**src/hdl/rgdt_pkg.sv**
```systemverilog
// Package for the RGB565 gray downscale tiler.
// Holds the frame geometry, the derived widths and the position struct.
// No dependencies.
package rgdt_pkg;

  localparam int SRC_WIDTH  = 320;
  localparam int SRC_HEIGHT = 240;
  localparam int TEX_WIDTH  = 256;

  localparam int LINE_DEPTH    = SRC_WIDTH / 2;
  localparam int OUT_HEIGHT    = SRC_HEIGHT / 2;
  localparam int TILES_PER_ROW = TEX_WIDTH / 8;

  localparam int COL_W    = 9;
  localparam int ROW_W    = 8;
  localparam int SLOT_W   = COL_W - 1;
  localparam int HROW_W   = ROW_W - 1;
  localparam int LINE_AW  = (LINE_DEPTH > 1) ? $clog2(LINE_DEPTH) : 1;
  localparam int GRAY_W   = 8;
  localparam int PAIR_W   = GRAY_W + 1;
  localparam int IDX_W    = 15;
  localparam int PIX_W    = 16;

  typedef struct packed {
    logic              col_odd;
    logic              row_odd;
    logic              slot_ok;
    logic              row_ok;
    logic [SLOT_W-1:0] slot;
    logic [HROW_W-1:0] half_row;
  } pos_t;

endpackage

```
**src/hdl/rgdt_pos_count.sv**
```systemverilog
// Column and row counters of the incoming raster.
// Gives the position of the item being accepted; uses rgdt_pkg.
module rgdt_pos_count (
  input  logic          clk,
  input  logic          rst_n,
  input  logic          accept,
  input  logic          frame_start,
  output rgdt_pkg::pos_t pos
);
  import rgdt_pkg::*;

  logic [COL_W-1:0] col_r, col_nxt, col_cur;
  logic [ROW_W-1:0] row_r, row_nxt, row_cur;

  assign col_cur = frame_start ? '0 : col_r;
  assign row_cur = frame_start ? '0 : row_r;

  always_comb begin
    col_nxt = col_r;
    row_nxt = row_r;
    if (accept) begin
      if (col_cur >= COL_W'(SRC_WIDTH - 1)) begin
        col_nxt = '0;
        row_nxt = (row_cur >= ROW_W'(SRC_HEIGHT - 1)) ? '0 : row_cur + 1'b1;
      end else begin
        col_nxt = col_cur + 1'b1;
        row_nxt = row_cur;
      end
    end
  end

  always_ff @(posedge clk) begin
    if (!rst_n) begin
      col_r <= '0;
      row_r <= '0;
    end else begin
      col_r <= col_nxt;
      row_r <= row_nxt;
    end
  end

  always_comb begin
    pos.col_odd  = col_cur[0];
    pos.row_odd  = row_cur[0];
    pos.slot     = col_cur[COL_W-1:1];
    pos.half_row = row_cur[ROW_W-1:1];
    pos.slot_ok  = ({1'b0, col_cur[COL_W-1:1]} < COL_W'(LINE_DEPTH));
    pos.row_ok   = ({1'b0, row_cur[ROW_W-1:1]} < ROW_W'(OUT_HEIGHT));
  end

endmodule

```
**src/hdl/rgdt_luma.sv**
```systemverilog
// Luma of one RGB565 pixel with weights 77/150/29.
// Channels are widened to 8 bits by bit replication; uses rgdt_pkg.
module rgdt_luma (
  input  logic [rgdt_pkg::PIX_W-1:0]  pixel,
  output logic [rgdt_pkg::GRAY_W-1:0] gray
);
  import rgdt_pkg::*;

  logic [7:0]  r8, g8, b8;
  logic [15:0] sum;

  assign r8 = {pixel[15:11], pixel[15:13]};
  assign g8 = {pixel[10:5], pixel[10:9]};
  assign b8 = {pixel[4:0], pixel[4:2]};

  assign sum = 16'(16'(r8) * 16'd77) + 16'(16'(g8) * 16'd150) + 16'(16'(b8) * 16'd29);
  assign gray = sum[15:8];

endmodule

```
**src/hdl/rgdt_tex_addr.sv**
```systemverilog
// Texture index of one output block: vertical flip, 8x8 tiles, Morton order inside.
// Uses rgdt_pkg.
module rgdt_tex_addr (
  input  logic [rgdt_pkg::SLOT_W-1:0] slot,
  input  logic [rgdt_pkg::HROW_W-1:0] half_row,
  output logic [rgdt_pkg::IDX_W-1:0]  tex_index
);
  import rgdt_pkg::*;

  logic [HROW_W-1:0] y;
  logic [5:0]        morton;
  logic [IDX_W-1:0]  tile;

  assign y = HROW_W'(OUT_HEIGHT - 1) - half_row;
  assign morton = {y[2], slot[2], y[1], slot[1], y[0], slot[0]};
  assign tile = IDX_W'(IDX_W'(y >> 3) * IDX_W'(TILES_PER_ROW)) + IDX_W'(slot >> 3);
  assign tex_index = IDX_W'({tile, morton});

endmodule

```
**src/hdl/rgdt_block_avg.sv**
```systemverilog
// Line store of horizontal pair sums and the 2x2 average of each block.
// Holds the left gray of the current pair; uses rgdt_pkg.
module rgdt_block_avg (
  input  logic                        clk,
  input  logic                        rst_n,
  input  logic                        rd_en,
  input  logic [rgdt_pkg::SLOT_W-1:0] rd_slot,
  input  logic                        commit,
  input  rgdt_pkg::pos_t              pos,
  input  logic [rgdt_pkg::GRAY_W-1:0] gray,
  output logic                        emit,
  output logic [rgdt_pkg::PIX_W-1:0]  tex_pixel
);
  import rgdt_pkg::*;

  logic [PAIR_W-1:0] line_mem [LINE_DEPTH];
  logic [PAIR_W-1:0] rd_data_r;
  logic [GRAY_W-1:0] left_gray_r;
  logic [PAIR_W-1:0] pair;
  logic [PAIR_W:0]   quad;
  logic [GRAY_W-1:0] avg;
  logic              wr_en;

  assign pair  = PAIR_W'(left_gray_r) + PAIR_W'(gray);
  assign quad  = (PAIR_W + 1)'(rd_data_r) + (PAIR_W + 1)'(pair);
  assign avg   = quad[PAIR_W:2];
  assign emit  = pos.col_odd && pos.slot_ok && pos.row_odd && pos.row_ok;
  assign wr_en = commit && pos.col_odd && pos.slot_ok && !pos.row_odd;
  assign tex_pixel = {avg[7:3], avg[7:2], avg[7:3]};

  always_ff @(posedge clk) begin
    if (rd_en) begin
      rd_data_r <= line_mem[rd_slot[LINE_AW-1:0]];
    end
    if (wr_en) begin
      line_mem[pos.slot[LINE_AW-1:0]] <= pair;
    end
  end

  always_ff @(posedge clk) begin
    if (!rst_n) begin
      left_gray_r <= '0;
    end else if (commit && !pos.col_odd) begin
      left_gray_r <= gray;
    end
  end

endmodule

```
**src/hdl/rgb565_gray_downscale_tiler.sv**
```systemverilog
// Top level of the RGB565 gray downscale tiler.
// Instantiates rgdt_pos_count, rgdt_luma, rgdt_tex_addr and rgdt_block_avg; uses rgdt_pkg.
//
// The block takes one camera pixel per clock and can keep that rate without
// end when the output side is ready. Each item passes an input register, a
// luma register and a result register, in that order; a stall on the output
// holds the pipeline, and ready on the input follows it in the same cycle.
// One result comes out for every 2x2 block, on the pixel of the odd row and
// odd column. The first pixel after reset and every pixel flagged as a frame
// start is column 0, row 0. The line store needs no clearing after reset.
module rgb565_gray_downscale_tiler (
  input  logic        clk,
  input  logic        rst_n,
  input  logic        in_tvalid,
  output logic        in_tready,
  input  logic [15:0] in_tdata,   // [15:0] pixel_rgb565
  input  logic [0:0]  in_tuser,   // [0] frame_start
  output logic        out_tvalid,
  input  logic        out_tready,
  output logic [31:0] out_tdata   // [14:0] tex_index, [30:15] tex_pixel, [31] zero
);
  import rgdt_pkg::*;

  logic              accept;
  pos_t              in_pos;
  logic              s1_valid_r, s1_valid_nxt;
  logic [PIX_W-1:0]  s1_px_r;
  pos_t              s1_pos_r;
  logic [GRAY_W-1:0] s1_gray;
  logic [IDX_W-1:0]  s1_idx;
  logic              s2_valid_r, s2_valid_nxt;
  logic [GRAY_W-1:0] s2_gray_r;
  logic [IDX_W-1:0]  s2_idx_r;
  pos_t              s2_pos_r;
  logic              emit;
  logic [PIX_W-1:0]  blk_pixel;
  logic              out_valid_r, out_valid_nxt;
  logic [IDX_W-1:0]  out_idx_r;
  logic [PIX_W-1:0]  out_pix_r;
  logic              out_free, adv1, adv2, s2_ready;

  assign out_free  = !out_valid_r || out_tready;
  assign adv2      = s2_valid_r && out_free;
  assign s2_ready  = !s2_valid_r || adv2;
  assign adv1      = s1_valid_r && s2_ready;
  assign in_tready = !s1_valid_r || adv1;
  assign accept    = in_tvalid && in_tready;

  rgdt_pos_count u_pos (
    .clk         (clk),
    .rst_n       (rst_n),
    .accept      (accept),
    .frame_start (in_tuser[0]),
    .pos         (in_pos)
  );

  rgdt_luma u_luma (
    .pixel (s1_px_r),
    .gray  (s1_gray)
  );

  rgdt_tex_addr u_addr (
    .slot      (s1_pos_r.slot),
    .half_row  (s1_pos_r.half_row),
    .tex_index (s1_idx)
  );

  rgdt_block_avg u_avg (
    .clk       (clk),
    .rst_n     (rst_n),
    .rd_en     (adv1 && s1_pos_r.col_odd && s1_pos_r.slot_ok),
    .rd_slot   (s1_pos_r.slot),
    .commit    (adv2),
    .pos       (s2_pos_r),
    .gray      (s2_gray_r),
    .emit      (emit),
    .tex_pixel (blk_pixel)
  );

  always_comb begin
    s1_valid_nxt = s1_valid_r;
    if (accept) begin
      s1_valid_nxt = 1'b1;
    end else if (adv1) begin
      s1_valid_nxt = 1'b0;
    end
    s2_valid_nxt = s2_valid_r;
    if (adv1) begin
      s2_valid_nxt = 1'b1;
    end else if (adv2) begin
      s2_valid_nxt = 1'b0;
    end
    out_valid_nxt = out_valid_r;
    if (adv2 && emit) begin
      out_valid_nxt = 1'b1;
    end else if (out_tready) begin
      out_valid_nxt = 1'b0;
    end
  end

  always_ff @(posedge clk) begin
    if (!rst_n) begin
      s1_valid_r  <= 1'b0;
      s2_valid_r  <= 1'b0;
      out_valid_r <= 1'b0;
    end else begin
      s1_valid_r  <= s1_valid_nxt;
      s2_valid_r  <= s2_valid_nxt;
      out_valid_r <= out_valid_nxt;
    end
  end

  always_ff @(posedge clk) begin
    if (accept) begin
      s1_px_r  <= in_tdata;
      s1_pos_r <= in_pos;
    end
    if (adv1) begin
      s2_gray_r <= s1_gray;
      s2_idx_r  <= s1_idx;
      s2_pos_r  <= s1_pos_r;
    end
    if (adv2 && emit) begin
      out_idx_r <= s2_idx_r;
      out_pix_r <= blk_pixel;
    end
  end

  assign out_tvalid = out_valid_r;
  assign out_tdata  = {1'b0, out_pix_r, out_idx_r};

endmodule
```
**config.mk**
```make
export PLATFORM = sky130hd
export DESIGN_NAME = rgb565_gray_downscale_tiler
export DESIGN_NICKNAME = d
export VERILOG_FILES = /design/src/hdl/rgdt_pkg.sv /design/src/hdl/rgdt_pos_count.sv /design/src/hdl/rgdt_luma.sv /design/src/hdl/rgdt_tex_addr.sv /design/src/hdl/rgdt_block_avg.sv /design/src/hdl/rgb565_gray_downscale_tiler.sv
export SDC_FILE = /design/constraint.sdc
export NUM_CORES = 2
export LEC_CHECK = 0
export BUFFER_PORTS_ARGS = -buffer_cell sky130_fd_sc_hd__buf_2
export CAP_MARGIN = 10
export CORE_ASPECT_RATIO = 1.1
export CORE_MARGIN = 5
export CORE_UTILIZATION = 30
export DETAILED_ROUTE_END_ITERATION = 16
export HOLD_SLACK_MARGIN = 0.08
export SLEW_MARGIN = 20
export SYNTH_ARGS = -nofsm -noshare
export SYNTH_HDL_FRONTEND = slang
export SYNTH_SLANG_ARGS = --single-unit
```
**constraint.sdc**
```tcl
create_clock -name clk -period 10.79 [get_ports clk]
set_input_delay 2.6975 -clock clk [delete_from_list [all_inputs] [get_ports clk]]
set_output_delay 2.6975 -clock clk [all_outputs]
set_load 0.03 [all_outputs]
```
==> results.sh <==
export IMPL_critPathRequiredTime_ps=11340
export IMPL_maxCapViolCount=0
export IMPL_fin_ws_ps=3936
export IMPL_grt_ovfl_total=0
export IMPL_synthSimpleGateAreaFrac_pct=3.015
export IMPL_gp_congestion=0.8088
export IMPL_p_leak_nw=22.56
export IMPL_p_per_area_nw_per_um2=228.4
export IMPL_core_um2=211300
export IMPL_synth_area_top_cells="edfxtp_1, mux4_2, ha_1, fa_1, mux2i_1"
export IMPL_cts_tree="built"
export IMPL_wl_per_cell_um=24.23
export IMPL_grt_usage_pct=13.24
export IMPL_whs_ps=422.3
export IMPL_yosysSeqAreaShare_pct=73.23
export IMPL_synth_seq_cells=1560
export IMPL_startpoint_type="flip-flop"
export IMPL_grt_pass1_wl_um=217800
export IMPL_grt_pass1_vias=30750
export IMPL_slew_viol_final=0
export IMPL_post_cts_setup_buffer_count=0
export IMPL_ant_nets=0
export IMPL_fin_worst_skew_ps=39.69
export IMPL_syn_avg_cell_area_um2=20.38
export IMPL_synth_top_family_by_area="multiplexers"
export IMPL_critical_path_max_fanout=8
export IMPL_hold_viol_final=0
export IMPL_preCtsSetupSlack_ps=3915
export IMPL_num_io_pins=55
export IMPL_io_buffers=53
export IMPL_dieHeight_um=492.9
export IMPL_placementRows=177
export IMPL_cts_clk_slew_worst_paths_ps=60
export IMPL_dpl_hpwl_um=89750
export IMPL_yosysMostFrequentCell="edfxtp_1"
export IMPL_fin_nets=3408
export IMPL_synth_compound_area_share_pct=2.013
export IMPL_cts_max_level=4
export IMPL_first_pass_iters=5
export IMPL_numCtsBuffers=159
export IMPL_hold_class="reg -> reg"
export IMPL_route_detailed_drc=0
export IMPL_critPathCaptureType="flip-flop"
export IMPL_start_util_pct=30.10
export IMPL_peakVddDrop_v=0.0002819
export IMPL_synth_xor_area_share_pct=0.4270
export IMPL_area_growth_pct=13.36
export IMPL_placed_cells=5843
export IMPL_setup_violations=0
export IMPL_timing_fmax_mhz=145.9
export IMPL_clk_latency_ps=810
export IMPL_cts_resized=0
export IMPL_routed_wl_um=148700
export IMPL_ys_flop_type="edfxtp_1"
export IMPL_clock_sinks=1560
export IMPL_relSlewSlack_pct=22.04
export IMPL_synth_top_area_share_pct=72.35
export IMPL_ys_top_cells_by_count="edfxtp_1, mux4_2, nor2_1"
export IMPL_ys_warn_count=0
export IMPL_syn_inst=3120
export IMPL_finalCritPeriodShare_pct=63.52
export IMPL_worstSetupPathType="reg -> reg"
export IMPL_finalNonFillerCells=6137
export IMPL_muxShareOfSynthArea_pct=15.60
export IMPL_crit_arrival_ps=7410
export IMPL_synth_top_area_cell="edfxtp_1"
export IMPL_worst_pin_slew_ps=1166
export IMPL_synthArstFlopShare_pct=0
export IMPL_grt_max_degree=122
export IMPL_place_area_um2=67080
export IMPL_status="complete, no violations"
export IMPL_die_width_um=449.0
export IMPL_tns_ps=0
export IMPL_viasPerCell=4.943
export IMPL_synth_nets=3298
export IMPL_stdcell_area_um2=72080
export IMPL_cts_root_buf="clkbuf_16"
export IMPL_hold_buffers=0
export IMPL_dr_total_vias=30330
export IMPL_synth_edf_count=1532
export IMPL_antenna_found_initial=6
export IMPL_rsz0062_at_grt="false"
export IMPL_fin_util_pct=34.12
export IMPL_finalCriticalPeriod_ps=6854
export IMPL_cts_max_path_buffers=3
export IMPL_finalPower_mw=16.46
export IMPL_syn_area_um2=63590
export IMPL_synth_cell_types=58
export IMPL_dieArea_um2=221300
export IMPL_drive_gt1_share_pct=22.14
export IMPL_synth_adder_area_share_pct=3.739
export IMPL_drtIter0Drc=2925
## power breakdown
group          switching, mW  leakage (nW)  total, mW  internal (mW)
Sequential            0.0333          14.1       7.80           7.76
Clock                   2.32          2.43       5.26           2.94
Combinational           2.34          6.07       3.41           1.07
Total                   4.69          22.6       16.5           11.8
## cells by family after synthesis
family | Yosys count
and+or+nand+nor | 417
DFF | 1560
muxes | 492
AOI/OAI and AO/OA | 194
other | 1
adders and majority gates | 157
xor gates and xnor gates | 31
buffers and inverters | 268
## layout by cell type, fill, tap and decap left out, types with 6 or more instances in the layout
cell type	instances
a211oi_1	9
a21boi_0	7
a21o_1	8
a21oi_1	44
a22oi_1	21
a31oi_1	7
and2_1	6
and3_1	12
buf_12	6
buf_2	53
buf_4	45
bufinv_16	8
clkbuf_1	27
clkbuf_16	160
clkinv_1	48
clkinv_2	28
dfxtp_1	28
edfxtp_1	1532
fa_1	54
ha_1	101
inv_1	111
mux2i_1	93
mux4_2	399
nand2_1	75
nand2b_1	7
nand3_1	26
nor2_1	190
nor2b_1	51
nor3_1	13
nor3b_1	8
o211ai_1	7
o21ai_0	25
o221ai_1	14
o22ai_1	30
xnor2_1	19
xor2_1	6
## flip-flops by register name (all words and copies together) (netlist names), 4 cells and up
name	count
out_pix_r	6
u_pos.row_r	8
u_avg.line_mem	1440
s1_px_r	16
u_avg.rd_data_r	9
s2_idx_r	15
u_pos.col_r	9
out_idx_r	15
s1_pos_r	19
s2_gray_r	8
s2_pos_r	4
u_avg.left_gray_r	8
## worst max-delay path: stages (launching register included)
cell and delay (ps):
edfxtp_1 540, ha_1 340, ha_1 270, inv_1 40, fa_1 450, fa_1 500
inv_1 40, ha_1 350, xor2_1 210, fa_1 470, fa_1 520, inv_1 60
fa_1 450, fa_1 510, inv_1 40, ha_1 340, a21oi_1 170, nand2_1 90
a221oi_1 500, o21ai_0 280, o21a_1 240, nor2_1 110, xnor2_1 70
## area by class of cell
class                           count  area (um^2)
Multi-Input combinational cell   1292        15900
Fill cell                       19730       139200
Clock buffer                      188         4119
Tap cell                         2774         3471
Timing Repair Buffer              104        723.2
Sequential cell                  1560        46560
Inverter                          113        424.2
Clock inverter                    103        870.8
Antenna cell                        3        7.507
## routing by layer
metal,routed length (um),track usage [%],up-vias
met5,20,0,-
met4,3597,3.699,2
met3,9817,2.795,208
met2,72180,21.52,1020
met1,63080,18.10,16220
li1,-,-,12890
## path summary, 6_finish.rpt
kind,startpoint,end,slack (ps),depth (start not counted)
min,s2_idx_r[11],out_idx_r[11],420,0
min reg2reg,s2_idx_r[11],out_idx_r[11],420,0
max,s1_px_r[9],s2_gray_r[7],3940,22
max reg2reg,s1_px_r[9],s2_gray_r[7],3940,22
Power figures use the tool's default switching activity.
